File: config.mk
export PLATFORM = sky130hd
export DESIGN_NAME = chained_sixteen_segment_display_ctrl
export DESIGN_NICKNAME = d
export VERILOG_FILES = /design/src/hdl/csd_pkg.sv /design/src/hdl/csd_front.sv /design/src/hdl/csd_queue.sv /design/src/hdl/csd_back.sv /design/src/hdl/chained_sixteen_segment_display_ctrl.sv
export SDC_FILE = /design/constraint.sdc
export NUM_CORES = 1
export LEC_CHECK = 0
export BUFFER_PORTS_ARGS = -buffer_cell sky130_fd_sc_hd__buf_2
export CORE_MARGIN = 4
export CORE_UTILIZATION = 30
export DETAILED_ROUTE_END_ITERATION = 8
export SYNTH_ARGS = -nofsm -noshare
export SYNTH_HDL_FRONTEND = slang
export SYNTH_SLANG_ARGS = --single-unit
File: constraint.sdc
create_clock -name aclk -period 4.2 [get_ports aclk]
set_input_delay 0.63 -clock aclk [delete_from_list [all_inputs] [get_ports aclk]]
set_output_delay 0.63 -clock aclk [all_outputs]
set_load 0.05 [all_outputs]
File: src/hdl/csd_pkg.sv
// Shared types, constants and the glyph table of the sixteen-segment display controller.
`default_nettype none
package csd_pkg;

    localparam int NUM_DIGITS  = 5;
    localparam int BRIGHT_BITS = 6;
    localparam int BRIGHT_W    = 3;
    localparam int POS_W       = $clog2(NUM_DIGITS + 1);
    localparam int SIDX_W      = (NUM_DIGITS > 1) ? $clog2(NUM_DIGITS) : 1;
    localparam int DIG_W       = 3;
    localparam int GLYPH_W     = 17;
    localparam int TDATA_W     = 32;
    localparam int QDEPTH      = 4;
    localparam int QPTR_W      = 2;
    localparam int QCNT_W      = 3;

    localparam logic [7:0] BYTE_LF      = 8'h0A;
    localparam logic [7:0] BYTE_CR      = 8'h0D;
    localparam logic [7:0] PRINT_FIRST  = 8'h20;
    localparam logic [7:0] DP_FIRST     = 8'hA0;
    localparam logic [7:0] DP_MASK      = 8'h02;
    localparam logic [BRIGHT_W-1:0] BRIGHT_RESET = 3'd5;

    localparam logic ACT_TICK   = 1'b0;
    localparam logic ACT_BYTE   = 1'b1;
    localparam logic KIND_DRIVE = 1'b0;
    localparam logic KIND_FWD   = 1'b1;

    typedef enum logic [1:0] {
        CMD_TICK,
        CMD_FWD,
        CMD_STORE
    } cmd_kind_t;

    typedef struct packed {
        cmd_kind_t           kind;
        logic [7:0]          data;
        logic [SIDX_W-1:0]   pos;
        logic                lit;
        logic [GLYPH_W-1:0]  glyph;
    } csd_cmd_t;

    // Returns {D1, high byte, low byte} for a glyph index.
    function automatic logic [GLYPH_W-1:0] glyph_lookup(input logic [6:0] idx);
        logic [GLYPH_W-1:0] g;
        case (idx)
            7'd1:        g = 17'h0A4C0;
            7'd2:        g = 17'h05000;
            7'd3:        g = 17'h14C35;
            7'd4:        g = 17'h1DC95;
            7'd5:        g = 17'h03A5C;
            7'd6:        g = 17'h1A9CD;
            7'd7:        g = 17'h04000;
            7'd8:        g = 17'h00048;
            7'd9:        g = 17'h02200;
            7'd10:       g = 17'h06E58;
            7'd11:       g = 17'h04C10;
            7'd12:       g = 17'h00200;
            7'd13:       g = 17'h00810;
            7'd14:       g = 17'h00400;
            7'd15:       g = 17'h00240;
            7'd16:       g = 17'h193E5;
            7'd17:       g = 17'h00024;
            7'd18:       g = 17'h189B1;
            7'd19:       g = 17'h188B5;
            7'd20:       g = 17'h01834;
            7'd21:       g = 17'h19895;
            7'd22:       g = 17'h19995;
            7'd23:       g = 17'h090A4;
            7'd24:       g = 17'h199B5;
            7'd25:       g = 17'h198B5;
            7'd26:       g = 17'h04400;
            7'd27:       g = 17'h04200;
            7'd28:       g = 17'h10241;
            7'd29:       g = 17'h10811;
            7'd30:       g = 17'h12009;
            7'd31:       g = 17'h084B0;
            7'd32:       g = 17'h09525;
            7'd33, 7'd65: g = 17'h099B4;
            7'd34, 7'd66: g = 17'h199D5;
            7'd35, 7'd67: g = 17'h19181;
            7'd36, 7'd68: g = 17'h1C4A5;
            7'd37, 7'd69: g = 17'h19991;
            7'd38, 7'd70: g = 17'h09990;
            7'd39, 7'd71: g = 17'h19195;
            7'd40, 7'd72: g = 17'h01934;
            7'd41, 7'd73: g = 17'h1C481;
            7'd42, 7'd74: g = 17'h10125;
            7'd43, 7'd75: g = 17'h01948;
            7'd44, 7'd76: g = 17'h11101;
            7'd45, 7'd77: g = 17'h03164;
            7'd46, 7'd78: g = 17'h0312C;
            7'd47, 7'd79: g = 17'h191A5;
            7'd48, 7'd80: g = 17'h099B0;
            7'd49, 7'd81: g = 17'h191AD;
            7'd50, 7'd82: g = 17'h099B8;
            7'd51, 7'd83: g = 17'h1A095;
            7'd52, 7'd84: g = 17'h0C480;
            7'd53, 7'd85: g = 17'h11125;
            7'd54, 7'd86: g = 17'h01340;
            7'd55, 7'd87: g = 17'h0132C;
            7'd56, 7'd88: g = 17'h02248;
            7'd57, 7'd89: g = 17'h02440;
            7'd58, 7'd90: g = 17'h182C1;
            7'd59:       g = 17'h04481;
            7'd60:       g = 17'h02008;
            7'd61:       g = 17'h1C400;
            7'd62:       g = 17'h03000;
            7'd63:       g = 17'h10001;
            7'd64:       g = 17'h00040;
            7'd91:       g = 17'h04C81;
            7'd92:       g = 17'h01100;
            7'd93:       g = 17'h1C410;
            7'd94:       g = 17'h03030;
            7'd95:       g = 17'h0FFFF;
            7'd96:       g = 17'h04000;
            7'd97:       g = 17'h00040;
            7'd98:       g = 17'h00010;
            7'd99:       g = 17'h00008;
            7'd100:      g = 17'h00400;
            7'd101:      g = 17'h00200;
            7'd102:      g = 17'h00800;
            7'd103:      g = 17'h02000;
            default:     g = '0;
        endcase
        return g;
    endfunction

endpackage
`default_nettype wire

File: src/hdl/csd_front.sv
// Front end: accepts requests, keeps the position, brightness and scan counters, issues commands.
`default_nettype none
module csd_front (
    input  wire logic              aclk,
    input  wire logic              aresetn,
    input  wire logic              s_tvalid,
    output logic                   s_tready,
    input  wire logic [7:0]        s_tdata,   // rx_byte
    input  wire logic              s_tuser,   // action
    input  wire logic              q_full,
    output logic                   q_push,
    output csd_pkg::csd_cmd_t      q_cmd
);

    logic [csd_pkg::POS_W-1:0]       wp_reg, wp_next;
    logic [csd_pkg::BRIGHT_W-1:0]    bright_reg, bright_next;
    logic [csd_pkg::BRIGHT_BITS-1:0] pwm_reg, pwm_next;
    logic [csd_pkg::SIDX_W-1:0]      scan_reg, scan_next;

    logic                            accept;
    logic [6:0]                      glyph_idx;
    logic                            dp;
    logic [csd_pkg::GLYPH_W-1:0]     glyph;

    assign s_tready = !q_full;
    assign accept   = s_tvalid && s_tready;

    always_comb begin
        dp        = (s_tdata >= csd_pkg::DP_FIRST);
        glyph_idx = dp ? 7'(s_tdata - csd_pkg::DP_FIRST) : 7'(s_tdata - csd_pkg::PRINT_FIRST);
        glyph     = csd_pkg::glyph_lookup(glyph_idx);
        if (dp) begin
            glyph[7:0] = glyph[7:0] | csd_pkg::DP_MASK;
        end
    end

    always_comb begin
        wp_next     = wp_reg;
        bright_next = bright_reg;
        pwm_next    = pwm_reg;
        scan_next   = scan_reg;
        q_push      = 1'b0;
        q_cmd       = '0;
        q_cmd.kind  = csd_pkg::CMD_FWD;
        q_cmd.data  = s_tdata;
        if (accept) begin
            if (s_tuser == csd_pkg::ACT_TICK) begin
                q_push     = 1'b1;
                q_cmd.kind = csd_pkg::CMD_TICK;
                q_cmd.data = '0;
                q_cmd.pos  = scan_reg;
                q_cmd.lit  = ((pwm_reg >> bright_reg) == '0);
                pwm_next   = pwm_reg + 1'b1;
                if (pwm_reg == '1) begin
                    if (scan_reg == csd_pkg::SIDX_W'(csd_pkg::NUM_DIGITS - 1)) begin
                        scan_next = '0;
                    end else begin
                        scan_next = scan_reg + 1'b1;
                    end
                end
            end else if (s_tdata >= 8'd1 && s_tdata <= 8'(csd_pkg::BRIGHT_BITS)) begin
                q_push      = 1'b1;
                bright_next = csd_pkg::BRIGHT_W'(s_tdata - 8'd1);
            end else if (s_tdata == csd_pkg::BYTE_LF || s_tdata == csd_pkg::BYTE_CR) begin
                q_push  = 1'b1;
                wp_next = '0;
            end else if (s_tdata >= csd_pkg::PRINT_FIRST) begin
                q_push = 1'b1;
                if (wp_reg < csd_pkg::POS_W'(csd_pkg::NUM_DIGITS)) begin
                    q_cmd.kind  = csd_pkg::CMD_STORE;
                    q_cmd.pos   = wp_reg[csd_pkg::SIDX_W-1:0];
                    q_cmd.glyph = glyph;
                    wp_next     = wp_reg + 1'b1;
                end
            end
        end
    end

    always_ff @(posedge aclk) begin
        if (!aresetn) begin
            wp_reg     <= '0;
            bright_reg <= csd_pkg::BRIGHT_RESET;
            pwm_reg    <= '0;
            scan_reg   <= '0;
        end else begin
            wp_reg     <= wp_next;
            bright_reg <= bright_next;
            pwm_reg    <= pwm_next;
            scan_reg   <= scan_next;
        end
    end

endmodule
`default_nettype wire

File: src/hdl/csd_queue.sv
// Short command queue between the front end and the back end.
`default_nettype none
module csd_queue (
    input  wire logic               aclk,
    input  wire logic               aresetn,
    input  wire logic               push,
    input  csd_pkg::csd_cmd_t       push_cmd,
    input  wire logic               pop,
    output csd_pkg::csd_cmd_t       head,
    output logic                    head_valid,
    output logic                    full
);

    csd_pkg::csd_cmd_t                q_mem [csd_pkg::QDEPTH];
    logic [csd_pkg::QPTR_W-1:0]       wr_ptr_reg, wr_ptr_next;
    logic [csd_pkg::QPTR_W-1:0]       rd_ptr_reg, rd_ptr_next;
    logic [csd_pkg::QCNT_W-1:0]       cnt_reg, cnt_next;

    assign head       = q_mem[rd_ptr_reg];
    assign head_valid = (cnt_reg != '0);
    assign full       = (cnt_reg == csd_pkg::QCNT_W'(csd_pkg::QDEPTH));

    always_comb begin
        wr_ptr_next = push ? wr_ptr_reg + 1'b1 : wr_ptr_reg;
        rd_ptr_next = pop ? rd_ptr_reg + 1'b1 : rd_ptr_reg;
        cnt_next    = cnt_reg + csd_pkg::QCNT_W'(push) - csd_pkg::QCNT_W'(pop);
    end

    always_ff @(posedge aclk) begin
        if (push) begin
            q_mem[wr_ptr_reg] <= push_cmd;
        end
    end

    always_ff @(posedge aclk) begin
        if (!aresetn) begin
            wr_ptr_reg <= '0;
            rd_ptr_reg <= '0;
            cnt_reg    <= '0;
        end else begin
            wr_ptr_reg <= wr_ptr_next;
            rd_ptr_reg <= rd_ptr_next;
            cnt_reg    <= cnt_next;
        end
    end

endmodule
`default_nettype wire

File: src/hdl/csd_back.sv
// Back end: holds the segment store, carries out commands and drives the result register.
`default_nettype none
module csd_back (
    input  wire logic                         aclk,
    input  wire logic                         aresetn,
    input  csd_pkg::csd_cmd_t                 head,
    input  wire logic                         head_valid,
    output logic                              pop,
    output logic                              m_tvalid,
    input  wire logic                         m_tready,
    output logic [csd_pkg::TDATA_W-1:0]       m_tdata,
    output logic                              m_tuser
);

    logic [csd_pkg::GLYPH_W-1:0]  store_reg [csd_pkg::NUM_DIGITS];
    logic                         m_tvalid_reg, m_tvalid_next;
    logic                         m_tuser_reg, m_tuser_next;
    logic [csd_pkg::TDATA_W-1:0]  m_tdata_reg, m_tdata_next;
    logic                         out_free;
    logic                         needs_out;
    logic [csd_pkg::GLYPH_W-1:0]  seg;

    assign out_free  = !m_tvalid_reg || m_tready;
    assign needs_out = (head.kind == csd_pkg::CMD_TICK) || (head.kind == csd_pkg::CMD_FWD);
    assign pop       = head_valid && (!needs_out || out_free);
    assign seg       = head.lit ? store_reg[head.pos] : '0;

    always_comb begin
        m_tvalid_next = m_tvalid_reg && !m_tready;
        m_tuser_next  = m_tuser_reg;
        m_tdata_next  = m_tdata_reg;
        if (pop) begin
            case (head.kind)
                csd_pkg::CMD_TICK: begin
                    m_tvalid_next = 1'b1;
                    m_tuser_next  = csd_pkg::KIND_DRIVE;
                    m_tdata_next  = {3'b000, seg[16], seg[15:8], seg[7:0],
                                     csd_pkg::DIG_W'(head.pos), head.lit, 8'h00};
                end
                csd_pkg::CMD_FWD: begin
                    m_tvalid_next = 1'b1;
                    m_tuser_next  = csd_pkg::KIND_FWD;
                    m_tdata_next  = {24'h000000, head.data};
                end
                default: begin
                end
            endcase
        end
    end

    always_ff @(posedge aclk) begin
        if (!aresetn) begin
            for (int i = 0; i < csd_pkg::NUM_DIGITS; i++) begin
                store_reg[i] <= '0;
            end
        end else if (pop && head.kind == csd_pkg::CMD_STORE) begin
            store_reg[head.pos] <= head.glyph;
        end
    end

    always_ff @(posedge aclk) begin
        if (!aresetn) begin
            m_tvalid_reg <= 1'b0;
        end else begin
            m_tvalid_reg <= m_tvalid_next;
        end
        m_tuser_reg <= m_tuser_next;
        m_tdata_reg <= m_tdata_next;
    end

    assign m_tvalid = m_tvalid_reg;
    assign m_tuser  = m_tuser_reg;
    assign m_tdata  = m_tdata_reg;

endmodule
`default_nettype wire

File: src/hdl/chained_sixteen_segment_display_ctrl.sv
// Top level of the chained sixteen-segment display controller.
// The slave channel takes one request per cycle while the queue is not full: s_tuser
// low is a scan tick, s_tuser high carries a received byte in s_tdata. The master channel
// returns a drive result for every tick (m_tuser low) and a forwarded byte for brightness
// bytes, CR, LF and printable bytes that no longer fit (m_tuser high). Stored and ignored
// bytes give no result. The front end classifies a request in its cycle and writes a
// command into a four-entry queue; the back end executes the head command against the
// five-entry segment store and loads the output register. Throughput is one request per
// cycle while the queue is not full, set by the single command queue port on each side.
// When the receiver stalls, the output register holds, the queue fills and s_tready drops
// after four more commands; stored and ignored bytes do not need the output register.
// Synchronous reset clears the segment store to blank, the write position, PWM slot and
// scan digit to zero, sets brightness level five and empties the queue and output.
`default_nettype none
module chained_sixteen_segment_display_ctrl (
    input  wire logic                          aclk,
    input  wire logic                          aresetn,
    input  wire logic                          s_tvalid,
    output logic                               s_tready,
    input  wire logic [7:0]                    s_tdata,  // [7:0] rx_byte
    input  wire logic                          s_tuser,  // [0] action
    output logic                               m_tvalid,
    input  wire logic                          m_tready,
    // [7:0] forward_byte, [8] digit_lit, [11:9] digit_index, [19:12] segments_low,
    // [27:20] segments_high, [28] segment_d1, [31:29] zero
    output logic [csd_pkg::TDATA_W-1:0]        m_tdata,
    output logic                               m_tuser   // [0] result_kind
);

    csd_pkg::csd_cmd_t push_cmd;
    csd_pkg::csd_cmd_t head;
    logic              push;
    logic              pop;
    logic              head_valid;
    logic              full;

    csd_front u_front (
        .aclk     (aclk),
        .aresetn  (aresetn),
        .s_tvalid (s_tvalid),
        .s_tready (s_tready),
        .s_tdata  (s_tdata),
        .s_tuser  (s_tuser),
        .q_full   (full),
        .q_push   (push),
        .q_cmd    (push_cmd)
    );

    csd_queue u_queue (
        .aclk       (aclk),
        .aresetn    (aresetn),
        .push       (push),
        .push_cmd   (push_cmd),
        .pop        (pop),
        .head       (head),
        .head_valid (head_valid),
        .full       (full)
    );

    csd_back u_back (
        .aclk       (aclk),
        .aresetn    (aresetn),
        .head       (head),
        .head_valid (head_valid),
        .pop        (pop),
        .m_tvalid   (m_tvalid),
        .m_tready   (m_tready),
        .m_tdata    (m_tdata),
        .m_tuser    (m_tuser)
    );

endmodule
`default_nettype wire

### After elaboration in Yosys (flattened, before gate mapping)

Memories as Yosys holds them, arrays and structs flattened. A register that Yosys moved wholly into a read port is not among the register bits.
Cells that the tools add are included.

* flip-flop bits (word level): 56
* memory bits (writable): 209
* memory bits (read-only): 2176
* word-level logic and storage cells: 109
* memories kept: 3

Memory list
* (no name shown): depth 128, width 17, read ports 1, clocked after memory_dff 0, wr ports 0, line csd_pkg.sv:46 `case (idx)`
* u_queue.q_mem: depth 4, width 31, read ports 1, clocked after memory_dff 1, wr ports 1, line csd_queue.sv:14 `csd_pkg::csd_cmd_t q_mem [csd_pkg::QDEPTH];`
* u_back.store_reg: depth 5, width 17, read ports 1, clocked after memory_dff 0, wr ports 5, line csd_back.sv:15 `logic [csd_pkg::GLYPH_W-1:0] store_reg [csd_pkg::NUM_DIGITS];`

* add/subtract/negate cells: 10
* magnitude comparators: 5
* equality and inequality tests: 7
* shifts and indexed selects: 1
* multiplexer cells: 45
* bitwise operators: 2
* reduce and logical (&&, ||, !) cells: 26

Operators by type and width (number)
* $mux W17: 7
* $pmux W32 S2: 1
* $mux W31: 1
* $mux W3: 10
* $reduce_or A17 Y1: 1
* $eq A8 B4 Y1 const B: 2
* $mux W2: 8
* $mux W1: 15
* $sub A7 B6 Y7 const B: 2
* $ge A8 B1 Y1 const B: 1
* $ge A8 B6 Y1 const B: 1
* $ge A8 B8 Y1 const B: 1
* $le A8 B3 Y1 const B: 1
* $mux W8: 1
* $mux W7: 1
* $add A3 B1 Y3 const B: 2
* $add A6 B1 Y6 const B: 1
* $eq A3 B3 Y1 const B: 2
* $eq A6 B6 Y1 const B: 1
* $logic_not A6 Y1: 1
* $reduce_and A3 Y1: 2
* $reduce_bool A2 Y1: 3
* $shr A6 B3 Y6: 1
* $logic_and A1 B1 Y1: 5
* 16 further kinds: 25

### Longest topological paths before layout

* depth after elaboration: 11
* depth in mapped cells: 12

### Cells and area by module

From an unflattened synthesis, not the netlist that was laid out.

* cells, all modules: 1119
* area, all modules: 15160.8 um2

Modules (own cells, without submodules)
* csd_back: times used 1, cells each 457, area each 7069.3 um2, sequential area each 5004.8 um2
* csd_queue: times used 1, cells each 203, area each 4912.2 um2, sequential area each 3903.7 um2
* csd_front: times used 1, cells each 459, area each 3179.3 um2, sequential area each 300.3 um2

### Worst setup path after synthesis

Ideal clock, no wire load.

* kind: flip-flop to flip-flop
* start point: register (tool-made name)
* end point: memory u_back.store_reg[6][0] (netlist name), enable pin
* setup time: 413 ps
* arrival time: 2737 ps
* path slack: 1051 ps
* cell stages (with the launch flop): 8
* buffers on the path: 4
* period minus slack after synthesis: 3149 ps
* cells stage by stage: dfxtp_1 -> buf_2 -> buf_6 -> mux2_4 -> mux2_2 -> buf_2 -> buf_2 -> nor3_1

RTL lines (line)
* end, declared: csd_back.sv:15

==> key figures <==
Power
  – P_sw: 3.687 mW
  – Logic pwr share: 32.9%
  – Sw Ratio: 35.19%
  – LEAKAGE: 6.301 nW
  – Seq pwr share: 39.9%
  – Overall Power: 10.48 mW
  – PwrDens: 608.5 mW/mm^2
  – Worst VDD drop: 0.3533 mV
  – P_int: 6.792 mW
  – Clock power share: 27.2%

Clocking
  – CTS resizes: 0
  – Num Clock Sinks: 315
  – H-tree levels: 2
  – CTS Root Cell: clkbuf_16
  – Post-cts hold buffer count: 0
  – Num CTS Buffers: 34
  – Clk_lat worst skew: 520 ps
  – Worst-path clk slew: 60 ps
  – Post-CTS Repair Setup Buffers: 0
  – CTS max path bufs: 3
  – CTS tree: yes

Place
  – Post-DP Area: 0.01616 sq mm
  – IO buf count: 44
  – Placer Congestion: 0.9349
  – Place WS: 757.5 ps
  – Post-DP HPWL: 24150 um

Global route
  – Grt ovf: 0
  – First-pass GRT wire length: 56990 um
  – Largest net degree at the start of global routing: 59
  – Initial antenna violation count: 0
  – Gr usage total: 13.50%
  – Vias in the first global route: 9546

Die
  – Core Area: 0.05007 sq mm
  – Row count: 82
  – Num ports: 48
  – Die ar.: 0.05416 sq mm
  – Initial Utilization: 30.26%
  – Die width: 232.7 um
  – Chip height: 232.7 um

STA
  – Fin. Hold Viols: 0
  – Fin Clk Skew: 16.74 ps
  – Setup TNS: 0 ps
  – F_max: 319.4 MHz
  – RSZ-0062 raised after global routing: false
  – Crit path time final: 3131 ps
  – Tcrit/Tclk final: 74.54%
  – Final setup margin: 1069 ps
  – Worst slew pin tran: 1057 ps
  – Slew headroom: 29.55%
  – Setup Viol. Count Final: 0
  – Max-slew violations: 0

Synthesis
  – Post-synth top area cell: edfxtp_1
  – Post-synth EDFFs: 290
  – Sequential-to-total area share from yosys stat: 60.79%
  – Predominant post-synthesis flop cell: edfxtp_1
  – Netlist cell types: 74
  – Flip-flop and latch count after synthesis: 315
  – Synthesized area: 0.01515 sq mm
  – Top-count cell post-synth: edfxtp_1
  – Mean area per synthesized cell: 12.61 sq um
  – Yosys Warn Count: 0
  – Post-synth top cells: edfxtp_1 (290), nor2_1 (138), mux2i_1 (132)
  – Area fraction of the dominant cell type after synthesis: 57.48%
  – Asr flop ratio synth: 0%
  – Ranking of synthesized cells by area: edfxtp_1 (57%), mux2i_1 (8.7%), nor2_1 (3.4%)
  – Post-Synthesis Cells: 1201

Final layout
  – Final core utilization: 34.40%
  – Area delta synth->final: 13.69%
  – Final net count: 1278
  – Fill cell count: 4929
  – Final Cell Area: 0.01722 sq mm
  – Share of cells above drive strength 1: 15.61%
  – Max reg flops: 136
  – Inserted Diodes: 0

Route
  – Final wirelength: 37150 um
  – Post-route ant nets: 0
  – DRT iter0 DRCs: 797
  – Wire per inst: 19.21 um
  – Vias: 9693
  – DRT Pass-1 Iters: 6
  – DRC Markers: 0
  – Vias per cell: 5.012

Setup path
  – Setup crit end kind: flop
  – Crit path largest cell delay: 950 ps
  – Cell Chain, Critical Path: mux2_4 > buf_4 > mux2i_1 > mux2i_1 > a22o_1
  – CP max stage cell: mux2_4
  – Crit path kind: flop to flop
  – Critical path fanouts, max: 58
  – Most frequent cell on the critical path: mux2i_1
  – Startpoint type of the worst setup path: flop
  – WP data required: 4470 ps
  – Critical Path AT: 3400 ps

Min path
  – Min-delay worst type: input pin to flop

Outcome
  – Outcome: finished clean

Flow run
  – Max-cap viol count: 0
-- power by group through the flow --
stage / registers [mW] / clock network, mW / logic, mW
after detailed placement: 4.26 / 0 / 3.49
final: 4.18 / 2.85 / 3.45
after global placement: 4.24 / 0 / 3.48
after global routing: 4.23 / 3.06 / 3.73
after floorplan: 4.75 / 0 / 2.06
after CTS: 4.19 / 2.93 / 3.50
-- logic make-up after synthesis --
logic type	share of synthesized area (%)
AOI/OAI and AO/OA	8.912
muxes	12.31
and+or+nand+nor	11.49
other	0.02475
DFF	60.79
adders and majority gates	2.362
xor gates and xnor gates	0.5781
buffers and inverters	3.535
-- layer usage --
metal / track usage (%) / vias to the layer above / part of all wire (%)
met4: 3.922 / 0 / 2.3
met5: 0 / - / 0
met2: 21.42 / 321 / 46
li1: - / 4523 / -
met1: 18.83 / 4790 / 46
met3: 2.669 / 59 / 6.0
-- stage by stage --
| step | std cells | hold slack [ps] |
|---|---|---|
| 2_1_floorplan | 1203 | 455.9 |
| 3_3_place_gp | 1873 | 480.3 |
| 3_5_place_dp | 1873 | 487.5 |
| 4_1_cts | 1934 | 430.0 |
| 5_1_grt | 1934 | 470.4 |
| 6_report | 1934 | 457.6 |
-- worst max-delay path, delay by kind of cell, from the launching register on --
family	cells	cell delay [ps]
compound gates	1	270
buf+inv	1	440
flops	1	800
mux	3	1330
-- final timing paths --
check | endpoint | cells past startpoint | startpoint | slack, ps
setup / recovery | u_back.m_tdata[12] | 5 | flop | 1070
hold / removal | u_front.bright_reg[2] | 2 | aresetn | 460
setup reg to reg | u_back.m_tdata[12] | 5 | flop | 1070
hold reg to reg | u_front.wp_reg[0] | 1 | u_front.wp_reg[0] | 500
-- area by class of cell --
class	count	area [sq um]	share of cell area (%)
inverter	39	146.4	0.8500
clock buffer	42	902.1	5.238
tap	672	840.8	4.882
clock inverter	19	162.7	0.9444
sequential	315	9211	53.48
multi-input combinational	763	5439	31.58
timing repair buffer	84	520.5	3.022
-- cell usage in the layout (no fill, tap or decap), types with 22 or more instances in the layout --
| cell | Yosys | layout |
|---|---|---|
| a21oi_1 | 43 | 43 |
| buf_2 | 17 | 44 |
| buf_4 | 5 | 40 |
| clkbuf_16 | 0 | 35 |
| dfxtp_1 | 25 | 23 |
| edfxtp_1 | 290 | 290 |
| ha_1 | 27 | 27 |
| inv_1 | 36 | 36 |
| mux2_2 | 23 | 22 |
| mux2i_1 | 132 | 132 |
| nand2_1 | 65 | 65 |
| nand2b_1 | 22 | 22 |
| nand3_1 | 22 | 22 |
| nor2_1 | 138 | 138 |
| o21ai_0 | 29 | 29 |
Power figures use the tool's default switching activity.
